[config.mk]
export PLATFORM = sky130hd
export DESIGN_NAME = pal_cell
export DESIGN_NICKNAME = d
export VERILOG_FILES = /design/src/rtl/pal_pkg.sv /design/src/rtl/pal_cell.sv
export SDC_FILE = /design/constraint.sdc
export NUM_CORES = 1
export LEC_CHECK = 0
export ABC_AREA = 1
export BUFFER_PORTS_ARGS = -buffer_cell sky130_fd_sc_hd__buf_2
export CORE_ASPECT_RATIO = 1.2
export CORE_MARGIN = 2
export CORE_UTILIZATION = 41
export DETAILED_ROUTE_END_ITERATION = 6
export MAX_ROUTING_LAYER = met4
export PLACE_DENSITY = 0.85
export SYNTH_ARGS = -nofsm -noshare
export SYNTH_HDL_FRONTEND = slang
export SYNTH_SLANG_ARGS = --single-unit
[constraint.sdc]
create_clock -name i_clk -period 3.9 [get_ports i_clk]
set_input_delay 0.39 -clock i_clk [delete_from_list [all_inputs] [get_ports i_clk]]
set_output_delay 0.39 -clock i_clk [all_outputs]
set_load 0.1 [all_outputs]
[src/rtl/pal_pkg.sv]
package pal_pkg;

    // Field widths on the stream ports
    localparam int FUNC_BITS      = 3;
    localparam int POS_BITS       = 11;
    localparam int ITEM_BITS      = 12;
    localparam int STAT_BITS      = 2;
    localparam int CNT_OUT_BITS   = 11;
    localparam int IN_TDATA_BITS  = 24;
    localparam int OUT_TDATA_BITS = 24;

    // Defaults for the top-level parameters
    localparam int DEF_CAPACITY    = 1024;
    localparam int DEF_HANDLE_BITS = 12;

    // Cells per first-level read-out group
    localparam int GROUP_SIZE = 32;

    // Command codes
    localparam logic [FUNC_BITS-1:0] FN_INS_POS   = 3'd0;
    localparam logic [FUNC_BITS-1:0] FN_INS_FRONT = 3'd1;
    localparam logic [FUNC_BITS-1:0] FN_INS_END   = 3'd2;
    localparam logic [FUNC_BITS-1:0] FN_RMV_POS   = 3'd3;
    localparam logic [FUNC_BITS-1:0] FN_RMV_FRONT = 3'd4;
    localparam logic [FUNC_BITS-1:0] FN_RMV_END   = 3'd5;
    localparam logic [FUNC_BITS-1:0] FN_READ_POS  = 3'd6;
    localparam logic [FUNC_BITS-1:0] FN_NOP       = 3'd7;

    typedef enum logic [STAT_BITS-1:0] {
        ST_OK    = 2'd0,
        ST_RANGE = 2'd1,
        ST_FULL  = 2'd2,
        ST_EMPTY = 2'd3
    } t_status;

    typedef enum logic [1:0] {
        S_IDLE,
        S_REDUCE,
        S_OUT
    } t_state;

    // Broadcast control to every cell
    typedef struct packed {
        logic ins;   // make room at the target, load the new handle there
        logic rem;   // close the gap at the target
        logic tap;   // drive the target's handle onto the read-out tree
    } t_cell_ctrl;

endpackage

[src/rtl/pal_cell.sv]
module pal_cell #(
    parameter int INDEX       = 0,
    parameter int CNT_BITS    = 11,
    parameter int HANDLE_BITS = 12
) (
    input  logic                   i_clk,
    input  pal_pkg::t_cell_ctrl    i_ctrl,
    input  logic [CNT_BITS-1:0]    i_at,
    input  logic [HANDLE_BITS-1:0] i_item,
    input  logic [HANDLE_BITS-1:0] i_left,
    input  logic [HANDLE_BITS-1:0] i_right,
    output logic [HANDLE_BITS-1:0] o_value,
    output logic [HANDLE_BITS-1:0] o_tap
);
    import pal_pkg::*;

    localparam logic [CNT_BITS-1:0] MY_POS = CNT_BITS'(INDEX);

    logic [HANDLE_BITS-1:0] r_value;
    logic [HANDLE_BITS-1:0] n_value;
    logic                   w_hit;
    logic                   w_after;

    assign w_hit   = (i_at == MY_POS);
    assign w_after = (MY_POS > i_at);

    // Shift toward the end on insert, toward the front on remove
    always_comb begin
        n_value = r_value;
        if (i_ctrl.ins) begin
            if (w_hit) begin
                n_value = i_item;
            end else if (w_after) begin
                n_value = i_left;
            end
        end else if (i_ctrl.rem) begin
            if (w_hit || w_after) begin
                n_value = i_right;
            end
        end
    end

    always_ff @(posedge i_clk) begin
        r_value <= n_value;
    end

    assign o_value = r_value;
    // Old contents go to the tree, taken the same edge as the shift
    assign o_tap   = (i_ctrl.tap && w_hit) ? r_value : '0;

endmodule

* Word-level counts from Yosys, hierarchy flattened
Index checks and enable logic that the tools add are counted.
Operators by class: magnitude comparators 1, eq/ne operators 1, multiplexer cells 6, reductions and logical operators 6
Operator list (number):
- $mux 12 | 6
- $gt 1x11->1 const A | 1
- $logic_not 11->1 | 1
- $reduce_bool 2->1 | 2
- $ne 3x1->1 const B | 1
- $reduce_and 3->1 | 1
- $logic_and 1x1->1 | 1
- $logic_or 1x1->1 | 1
Storage, ports and cells: bits in registers 12, input bits 51

* Logic depth before layout (Yosys ltp)
Gate-level depths: netlist (run 1).
depth after elaboration 5, depth in mapped cells 8, mapped depth without buffers 7

* Least setup slack after synthesis (run 1)
OpenSTA, ideal clock, no wires.
path type register -> output, start register r_value[0] (netlist: o_value[0]), end output o_tap[0], arrival 2.306 ns, data required time 3.510 ns, setup slack 1.204 ns, stages on the path, launching flop included 3, buffers on the path 0, path through edfxtp_1 > inv_1 > nor2_1
On the way: longest elaborated chain between the ends 1
RTL lines:
- from (decl) | line pal_cell.sv:19 | logic [HANDLE_BITS-1:0] r_value;
- from (signal assigned) | line pal_cell.sv:44 | r_value <= n_value;
- $mux 12 | line pal_cell.sv:49 | assign o_tap = (i_ctrl.tap && w_hit) ? r_value : '0;
- to (decl) | line pal_cell.sv:13 | output logic [HANDLE_BITS-1:0] o_tap
Every way passes these cells.

* Final worst setup path (run 1)
start input i_at[6], end output o_tap[9]
On the way: longest elaborated chain between the ends 3
RTL lines:
- from (decl) | line pal_cell.sv:8 | input logic [CNT_BITS-1:0] i_at,
- $logic_not 11->1 | line pal_cell.sv:24 | assign w_hit = (i_at == MY_POS);
- $logic_and 1x1->1 | line pal_cell.sv:49
- $mux 12 | line pal_cell.sv:49
Every way passes these cells.

==> impl_metrics.env, run 1 <==
export IMPL_outcome="completed"
export IMPL_p_comb_share_pct=18.7
export IMPL_num_rows=18
export IMPL_syn_area_um2=899.6
export IMPL_synth_ff_latch_count=12
export IMPL_hold_path_class="in2reg"
export IMPL_cts_buffers=3
export IMPL_cp_top_family="simple AND/OR/NAND/NOR gates"
export IMPL_p_sw_mw=0.06048
export IMPL_multi_input_area_um2=362.8
export IMPL_swShare_pct=22.67
export IMPL_post_route_period_util_pct=62.84
export IMPL_worst_slew_pin_slew_ns=0.8977
export IMPL_dr_pass1_iters=4
export IMPL_core_um2=2072
export IMPL_worstSetupPathType="in2out"
export IMPL_total_leakage_power_nw=0.8436
export IMPL_cts_htree_levels=1
export IMPL_area_growth_syn_to_layout_pct=44.51
export IMPL_avgSynthCellArea_um2=6.380
export IMPL_antenna_found_initial=0
export IMPL_drc_errors=0
export IMPL_grt_pass1_wl_mm=3.249
export IMPL_synth_seq_area_share_pct=40.06
export IMPL_p_per_area_nw_per_um2=205.3
export IMPL_fin_nets=265
export IMPL_grt_pass1_vias=784
export IMPL_gp_congestion=0.7577
export IMPL_peakVddDrop_mv=0.09176
export IMPL_crit_required_ns=3.51
export IMPL_synth_cells=141
export IMPL_crit_path_start_kind="input port"
export IMPL_crit_arrival_ns=2.06
export IMPL_finalPower_mw=0.2668
export IMPL_rsz0062_at_grt="no"
export IMPL_synth_cell_types=12
export IMPL_register_area_um2=360.3
export IMPL_post_cts_setup_buffers=0
export IMPL_power_frac_seq_pct=53.5
export IMPL_fin_crit_ns=2.451
export IMPL_end_kind="output port"
export IMPL_antenna_left=0
export IMPL_synth_nets=192
export IMPL_clock_fmax_ghz=0.4080
export IMPL_stdcell_count=243
export IMPL_drive_gt1_share_pct=37.09
export IMPL_holdWs_ns=0.3938
export IMPL_path_clk_slew_ns=0.07
export IMPL_wirelength_mm=2.165
export IMPL_n_antenna_cell=0
export IMPL_cts_root_buf="clkbuf_4"
export IMPL_slew_viol_final=0
export IMPL_io_pins=75
export IMPL_grt_max_degree=15
export IMPL_largest_register_ffs=12
export IMPL_max_cap_violations=0
export IMPL_cp_num_buf_inv=2
export IMPL_cts_resized_gates=0
export IMPL_global_route_overflow_total=0
export IMPL_maxSlewHeadroom_pct=39.93
export IMPL_drt_iter0_markers=13
export IMPL_die_area_um2=2586
export IMPL_die_y_um=55.31
export IMPL_hold_buffers=0
export IMPL_slowest_stage="buf_2"
export IMPL_cts_sinks=12
export IMPL_critPathMaxFanout=14
export IMPL_vias=995
export IMPL_cp_slowest_stage_delay_ns=0.45
export IMPL_wl_per_cell_um=8.909
export IMPL_layout_commonest_cell="buf_2"
export IMPL_start_util_pct=43.42
export IMPL_track_usage_pct=17.50
export IMPL_synth_warning_count=0
export IMPL_dp_hpwl_mm=1.827
export IMPL_intPower_mw=0.2063
export IMPL_clk_path_buf_depth=2
export IMPL_port_buffers=74
export IMPL_finalSetupViolations=0
export IMPL_final_core_util_pct=62.74
export IMPL_p_clk_share_pct=27.7
export IMPL_cts_tree="built"
export IMPL_cp_cell_sequence="buf_2 -> nor2_1 -> and2_1 -> nand3_1 -> nor2_1 -> buf_2"
export IMPL_dp_cells=239
export IMPL_viasPerCell=4.095
export IMPL_layout_common_cells="buf_2 (74), inv_1 (38), nand2_1 (38)"
export IMPL_die_x_um=46.76
export IMPL_final_setup_tns_ns=0
export IMPL_nFillCells=212
export IMPL_hold_viol_final=0
==> metrics by stage <==
stage / worst slack, ns / area (um^2)
3_5_place_dp: 1.445 / 1274
6_report: 1.449 / 1300
2_1_floorplan: 1.204 / 899.6
5_1_grt: 1.237 / 1300
4_1_cts: 1.443 / 1300
3_3_place_gp: 1.499 / 1274
==> power by group through the flow <==
| stage | Sequential [mW] | Combinational, mW | Clock [mW] |
|---|---|---|---|
| detailed placement | 0.146 | 0.0500 | 0 |
| global placement | 0.146 | 0.0487 | 0 |
| CTS | 0.143 | 0.0501 | 0.0754 |
| finish | 0.143 | 0.0500 | 0.0740 |
| floorplan | 0.146 | 0.0224 | 0 |
| global route | 0.143 | 0.0577 | 0.0794 |
==> per-layer routing <==
layer  GRT usage, %  part of all wire (%)  up-vias
li1               -                     -      560
met1          19.79                    39      393
met2          28.77                    53       40
met3          2.614                   7.2        2
met4          8.333                  0.97        0
met5              -                     0        -
==> layout make-up <==
class                      instances  area share (%)
timing repair buffer              74           28.49
multi-input combinational         85           27.91
sequential                        12           27.72
inverter                          38           10.97
tap                               30           2.887
clock buffer                       3           1.732
clock inverter                     1          0.2887
==> final timing paths <==
kind,startpoint,to,slack [ns],cells past startpoint
worst max-delay path,i_at[6],o_tap[9],1.45,6
worst min-delay path,i_right[8],o_value[8],0.39,3
==> cell usage after synthesis, drive strengths merged <==
master,number,share of area [%]
nor2,20,9.2
clkbuf,1,0.42
buf,5,3.3
edfxtp,12,40
inv,38,16
nand2,39,17
nand3,25,14
and2,1,0.70
==> logic make-up (layout without fill, tap and decap cells) <==
logic type | count (synthesis) | after routing | synth area share [%]
buffers and inverters | 44 | 116 | 19.61
flip-flops | 12 | 12 | 40.06
AND/OR/NAND/NOR | 85 | 85 | 40.34
(Power assumes the default switching activity.)
==> run 2: changes to the inputs <==
--- a/config.mk
+++ b/config.mk
@@ -9,10 +9,10 @@
 export BUFFER_PORTS_ARGS = -buffer_cell sky130_fd_sc_hd__buf_2
 export CORE_ASPECT_RATIO = 1.2
 export CORE_MARGIN = 2
-export CORE_UTILIZATION = 41
+export CORE_UTILIZATION = 34
 export DETAILED_ROUTE_END_ITERATION = 6
 export MAX_ROUTING_LAYER = met4
-export PLACE_DENSITY = 0.85
+export PLACE_DENSITY = 0.75
 export SYNTH_ARGS = -nofsm -noshare
 export SYNTH_HDL_FRONTEND = slang
 export SYNTH_SLANG_ARGS = --single-unit
==> constraint.sdc (replaced) <==
create_clock -name i_clk -period 2.1 [get_ports i_clk]
set_input_delay 0.21 -clock i_clk [delete_from_list [all_inputs] [get_ports i_clk]]
set_output_delay 0.21 -clock i_clk [all_outputs]
set_load 0.1 [all_outputs]
==> run 2 against run 1 <==
Non-clock buffer count increased by 3. Global-route usage decreased by 0.54 points. Design area increased by 18%. Combinational power increased by 87%. First-iteration DRC count decreased by 7.7%. Flip-flop and latch count unchanged. Core utilization decreased by 1.9 points. Sequential power increased by 85%. Setup slack got worse by 1.0 ns. Cell count increased by 2.5%. Routed wire length increased by 4.4%.
==> impl_metrics.env, run 2 (synthesis results as in run 1) <==
export IMPL_outcome="completed"
export IMPL_antenna_left=0
export IMPL_largest_register_ffs=12
export IMPL_wirelength_mm=2.261
export IMPL_grt_pass1_wl_mm=3.795
export IMPL_area_growth_syn_to_layout_pct=70.79
export IMPL_cts_sinks=12
export IMPL_crit_arrival_ns=1.47
export IMPL_track_usage_pct=16.96
export IMPL_slew_viol_final=0
export IMPL_cts_root_buf="clkbuf_4"
export IMPL_global_route_overflow_total=0
export IMPL_max_cap_violations=0
export IMPL_core_um2=2527
export IMPL_die_y_um=60.35
export IMPL_grt_max_degree=15
export IMPL_die_x_um=50.96
export IMPL_hold_buffers=0
export IMPL_port_buffers=74
export IMPL_register_area_um2=360.3
export IMPL_num_rows=20
export IMPL_crit_required_ns=1.89
export IMPL_rsz0062_at_grt="no"
export IMPL_end_kind="output port"
export IMPL_place_ws_ns=0.4074
export IMPL_cts_buffers=3
export IMPL_layout_commonest_cell="buf_2"
export IMPL_multi_input_area_um2=392.9
export IMPL_drive_gt1_share_pct=43.52
export IMPL_layout_common_cells="buf_2 (62), inv_1 (38), nand2_1 (38)"
export IMPL_final_setup_tns_ns=0
export IMPL_peakVddDrop_mv=0.1601
export IMPL_die_area_um2=3075
export IMPL_stdcell_count=249
export IMPL_antenna_found_initial=0
export IMPL_nFillCells=237
export IMPL_cts_tree="built"
export IMPL_post_route_period_util_pct=79.98
export IMPL_fin_area_um2=1536
export IMPL_cts_resized_gates=0
export IMPL_gp_congestion=0.7571
export IMPL_post_cts_setup_buffers=0
export IMPL_clk_path_buf_depth=2
export IMPL_drc_errors=0
export IMPL_holdWs_ns=0.2026
export IMPL_n_antenna_cell=0
export IMPL_total_leakage_power_nw=0.8847
export IMPL_timing_final_ws_setup_ns=0.4203
export IMPL_postPlaceCellArea_um2=1510
export IMPL_drt_iter0_markers=12
export IMPL_start_util_pct=35.59
export IMPL_vias=1036
export IMPL_finalSetupViolations=0
export IMPL_path_clk_slew_ns=0.07
export IMPL_worstSetupPathType="in2out"
export IMPL_dp_hpwl_mm=2.000
export IMPL_crit_path_start_kind="input port"
export IMPL_maxSlewHeadroom_pct=67.40
export IMPL_grt_pass1_vias=936
export IMPL_hold_path_class="in2reg"
export IMPL_critPathMaxFanout=14
export IMPL_io_pins=75
export IMPL_hold_viol_final=0
export IMPL_worst_slew_pin_slew_ns=0.4924
export IMPL_p_per_area_nw_per_um2=326.3
export IMPL_viasPerCell=4.161
export IMPL_clock_fmax_ghz=0.5954
export IMPL_dp_cells=245
export IMPL_dr_pass1_iters=4
export IMPL_fin_crit_ns=1.680
export IMPL_wl_per_cell_um=9.080
export IMPL_cts_htree_levels=1
export IMPL_fin_nets=268
[run 2: cell types whose count changed in the layout (fill, tap and decap cells not counted), sizes merged]
cell,previous run,this run
buf,74,77
[run 2: per-layer routing]
layer	vias up	GRT usage [%]	wire length [um]
met4	0	9.266	53
met2	41	30.80	1204
met1	424	17.60	867
met3	5	2.463	136
met5	-	-	0
li1	566	-	-
[run 2: through the flow]
step	power, mW	utilization (%)
2_1_floorplan	0.3131	-
3_3_place_gp	0.3632	59.75
3_5_place_dp	0.3649	59.75
4_1_cts	0.5060	60.79
5_1_grt	0.5297	60.79
6_report	0.5013	60.79
[run 2: final timing paths]
path	from	endpoint	slack (ns)	depth (start not counted)
setup / recovery	i_at[7]	o_tap[9]	0.42	8
hold / removal	i_right[6]	o_value[6]	0.20	3
[run 2: cell type report]
class	count	share of cell area, %
multi-input cells	85	25.57
flip-flops and latches	12	23.45
repair buffers	77	37.30
clock inverters	1	0.2443
inverters	38	9.283
well taps	33	2.687
clock buffers	3	1.466
[run 2: power breakdown]
part	switching [mW]	total [mW]	internal (mW)
clock	0.0735	0.142	0.0690
sequential	0.0000483	0.265	0.265
combinational	0.0434	0.0935	0.0501
total	0.117	0.501	0.384
[run 2: critical path: stages]
cell and delay (ns):
buf_2 0.10, nor2_1 0.09, nand2_1 0.08, nor2_4 0.27
nand3_1 0.13, buf_4 0.22, nor2_2 0.17, buf_12 0.20
==> run 3: changes to the inputs <==
--- a/config.mk
+++ b/config.mk
@@ -5,14 +5,14 @@
 export SDC_FILE = /design/constraint.sdc
 export NUM_CORES = 1
 export LEC_CHECK = 0
-export ABC_AREA = 1
+export ABC_AREA = 0
 export BUFFER_PORTS_ARGS = -buffer_cell sky130_fd_sc_hd__buf_2
 export CORE_ASPECT_RATIO = 1.2
 export CORE_MARGIN = 2
-export CORE_UTILIZATION = 34
+export CORE_UTILIZATION = 33
 export DETAILED_ROUTE_END_ITERATION = 6
 export MAX_ROUTING_LAYER = met4
-export PLACE_DENSITY = 0.75
+export PLACE_DENSITY = 0.74
 export SYNTH_ARGS = -nofsm -noshare
 export SYNTH_HDL_FRONTEND = slang
 export SYNTH_SLANG_ARGS = --single-unit
==> constraint.sdc (replaced) <==
create_clock -name i_clk -period 1.48 [get_ports i_clk]
set_input_delay 0.148 -clock i_clk [delete_from_list [all_inputs] [get_ports i_clk]]
set_output_delay 0.148 -clock i_clk [all_outputs]
set_load 0.1 [all_outputs]
==> run 3 against run 2 <==
Sequential power rose by 42%. Core utilization rose by 2.2 points. Largest power group unchanged. Worst hold slack got worse by 0.017 ns. Sequential share of layout area fell by 0.60 points. Critical path depth fell by 2. Critical path type unchanged. Global-route usage fell by 2.5 points. Non-clock buffer count rose by 4. Critical endpoint is now o_tap[0]. Routed wire length fell by 7.9%.
==> impl_metrics.env, run 3 <==
export IMPL_outcome="completed"
export IMPL_cp_slowest_stage_delay_ns=0.32
export IMPL_layout_commonest_cell="buf_2"
export IMPL_wirelength_mm=2.082
export IMPL_post_route_period_util_pct=97.75
export IMPL_path_clk_slew_ns=0.07
export IMPL_avgSynthCellArea_um2=14.78
export IMPL_yosys_top_cells_area="edfxtp_1 (42%), mux2_2 (18%), mux2_4 (18%)"
export IMPL_die_y_um=59.83
export IMPL_total_leakage_power_nw=0.7330
export IMPL_cts_tree="built"
export IMPL_drive_gt1_share_pct=89.29
export IMPL_grt_max_degree=13
export IMPL_dr_pass1_iters=4
export IMPL_clock_fmax_ghz=0.6912
export IMPL_hold_viol_final=0
export IMPL_crit_required_ns=1.33
export IMPL_dp_hpwl_mm=1.858
export IMPL_p_sw_mw=0.1463
export IMPL_crit_arrival_ns=1.30
export IMPL_crit_path_start_kind="input port"
export IMPL_fin_crit_ns=1.447
export IMPL_critPathMaxFanout=12
export IMPL_ys_flop_type="edfxtp_1"
export IMPL_antenna_left=0
export IMPL_multi_input_area_um2=508.0
export IMPL_synth_ff_latch_count=12
export IMPL_nFillCells=201
export IMPL_fin_nets=192
export IMPL_track_usage_pct=14.42
export IMPL_wl_per_cell_um=12.03
export IMPL_finalPower_mw=0.7265
export IMPL_die_area_um2=3022
export IMPL_global_route_overflow_total=0
export IMPL_grt_pass1_wl_mm=3.091
export IMPL_start_util_pct=34.25
export IMPL_whs_endpoint="o_value[10]"
export IMPL_io_pins=75
export IMPL_n_antenna_cell=0
export IMPL_core_um2=2502
export IMPL_p_comb_share_pct=21.7
export IMPL_cts_sinks=12
export IMPL_synth_cell_types=12
export IMPL_hold_path_class="in2reg"
export IMPL_synth_area_leader_cell="edfxtp_1"
export IMPL_worst_slew_pin_slew_ns=0.4923
export IMPL_yosysTopAreaCellShare_pct=42.04
export IMPL_finalSetupViolations=0
export IMPL_power_frac_seq_pct=51.8
export IMPL_grt_pass1_vias=742
export IMPL_register_area_um2=360.3
export IMPL_yosys_top_cells_count="mux2_2 (14), and2_1 (12), edfxtp_1 (12)"
export IMPL_cp_cell_sequence="buf_2 -> nor4_4 -> and4_4 -> buf_12 -> and2_4 -> buf_12"
export IMPL_synth_warning_count=0
export IMPL_worstSetupPathType="in2out"
export IMPL_holdWs_ns=0.1857
export IMPL_area_growth_syn_to_layout_pct=83.94
export IMPL_cts_buffers=3
export IMPL_p_clk_share_pct=26.5
export IMPL_hold_buffers=0
export IMPL_maxSlewHeadroom_pct=67.41
export IMPL_cts_root_buf="clkbuf_4"
export IMPL_antenna_found_initial=0
export IMPL_hold_path_depth=2
export IMPL_viasPerCell=4.428
export IMPL_drt_iter0_markers=9
export IMPL_max_cap_violations=0
export IMPL_layout_common_cells="buf_2 (62), buf_12 (15), mux2_2 (14)"
export IMPL_drc_errors=0
export IMPL_end_kind="output port"
export IMPL_synth_cells=58
export IMPL_syn_area_um2=857.1
export IMPL_largest_register_ffs=12
export IMPL_clk_path_buf_depth=2
export IMPL_swShare_pct=20.13
export IMPL_die_x_um=50.52
export IMPL_intPower_mw=0.5802
export IMPL_async_flop_share_pct=0
export IMPL_slew_viol_final=0
export IMPL_cts_htree_levels=1
export IMPL_synth_nets=109
export IMPL_peakVddDrop_mv=0.3630
export IMPL_slowest_stage="nor4_4"
export IMPL_port_buffers=74
export IMPL_crit_top_cell="buf_12"
export IMPL_synth_edf_count=12
export IMPL_p_per_area_nw_per_um2=460.8
export IMPL_gp_congestion=0.6964
export IMPL_hp_start="i_item[10]"
export IMPL_yosysMostFrequentCell="mux2_2"
export IMPL_vias=766
export IMPL_synth_seq_area_share_pct=42.04
export IMPL_num_rows=20
## run 3: area by class of cell
type	count	area share, %
multi-input cells	43	32.22
well taps	33	2.619
clock inverters	1	0.2381
flip-flops and latches	12	22.86
repair buffers	81	40.63
clock buffers	3	1.429
## run 3: power by group through the flow
stage	clock network (mW)	logic [mW]	registers [mW]
after global routing	0.211	0.171	0.376
after detailed placement	0	0.156	0.384
after CTS	0.201	0.157	0.376
after global placement	0	0.149	0.384
final	0.192	0.158	0.376
after floorplan	0	0.0721	0.385
## run 3: stage by stage
| stage | setup slack, ns | instance area, um^2 | utilization, % | setup TNS, ns | instances |
|---|---|---|---|---|---|
| after floorplan | -0.05704 | 887.1 | - | -0.6845 | 58 |
| after global placement | 0.009417 | 1533 | 61.25 | 0 | 167 |
| after detailed placement | -0.04003 | 1533 | 61.25 | -0.4720 | 167 |
| after CTS | 0.003244 | 1562 | 62.40 | 0 | 171 |
| after global routing | -0.02211 | 1577 | 63.00 | -0.1952 | 173 |
| final | 0.03334 | 1577 | 63.00 | 0 | 173 |
## run 3: routing by layer
metal / part of all wire, % / global-route usage [%]
met5: 0 / -
met4: 1.7 / 8.494
met3: 5.3 / 2.750
met2: 62 / 27.82
met1: 31 / 12.95
## run 3: kinds of logic (layout without fill, tap and decap cells)
kind of cell           count (synthesis)  after routing  synth area share (%)
AND/OR/NAND/NOR                       18             18                 18.25
AO/OA/AOI/OAI                          1              1                 1.314
buffers and inverters                  3             85                 2.482
multiplexers                          24             24                 35.91
flip-flops                            12             12                 42.04
## run 3: how the worst max path moves through the flow
stage | startpoint | endpoint | slack (ns)
after floorplan | o_value[0] | o_tap[0] | -0.06
after global placement | i_at[2] | o_value[10] | 0.009
after detailed placement | i_at[6] | o_value[1] | -0.04
after CTS | i_at[2] | o_tap[0] | 0.003
after global routing | i_at[0] | o_tap[3] | -0.02
final | i_at[4] | o_tap[0] | 0.03
## run 3: repair_timing
item                                    CTS  global route
pin swaps                                 0             3
endpoints found under the setup margin   12            12
resized for setup                         1             0
setup buffers                             0             2
## run 3: critical path: cells and delay by family
family	cells	cell delay (ns)
buf+inv	3	0.39
simple gates	3	0.75
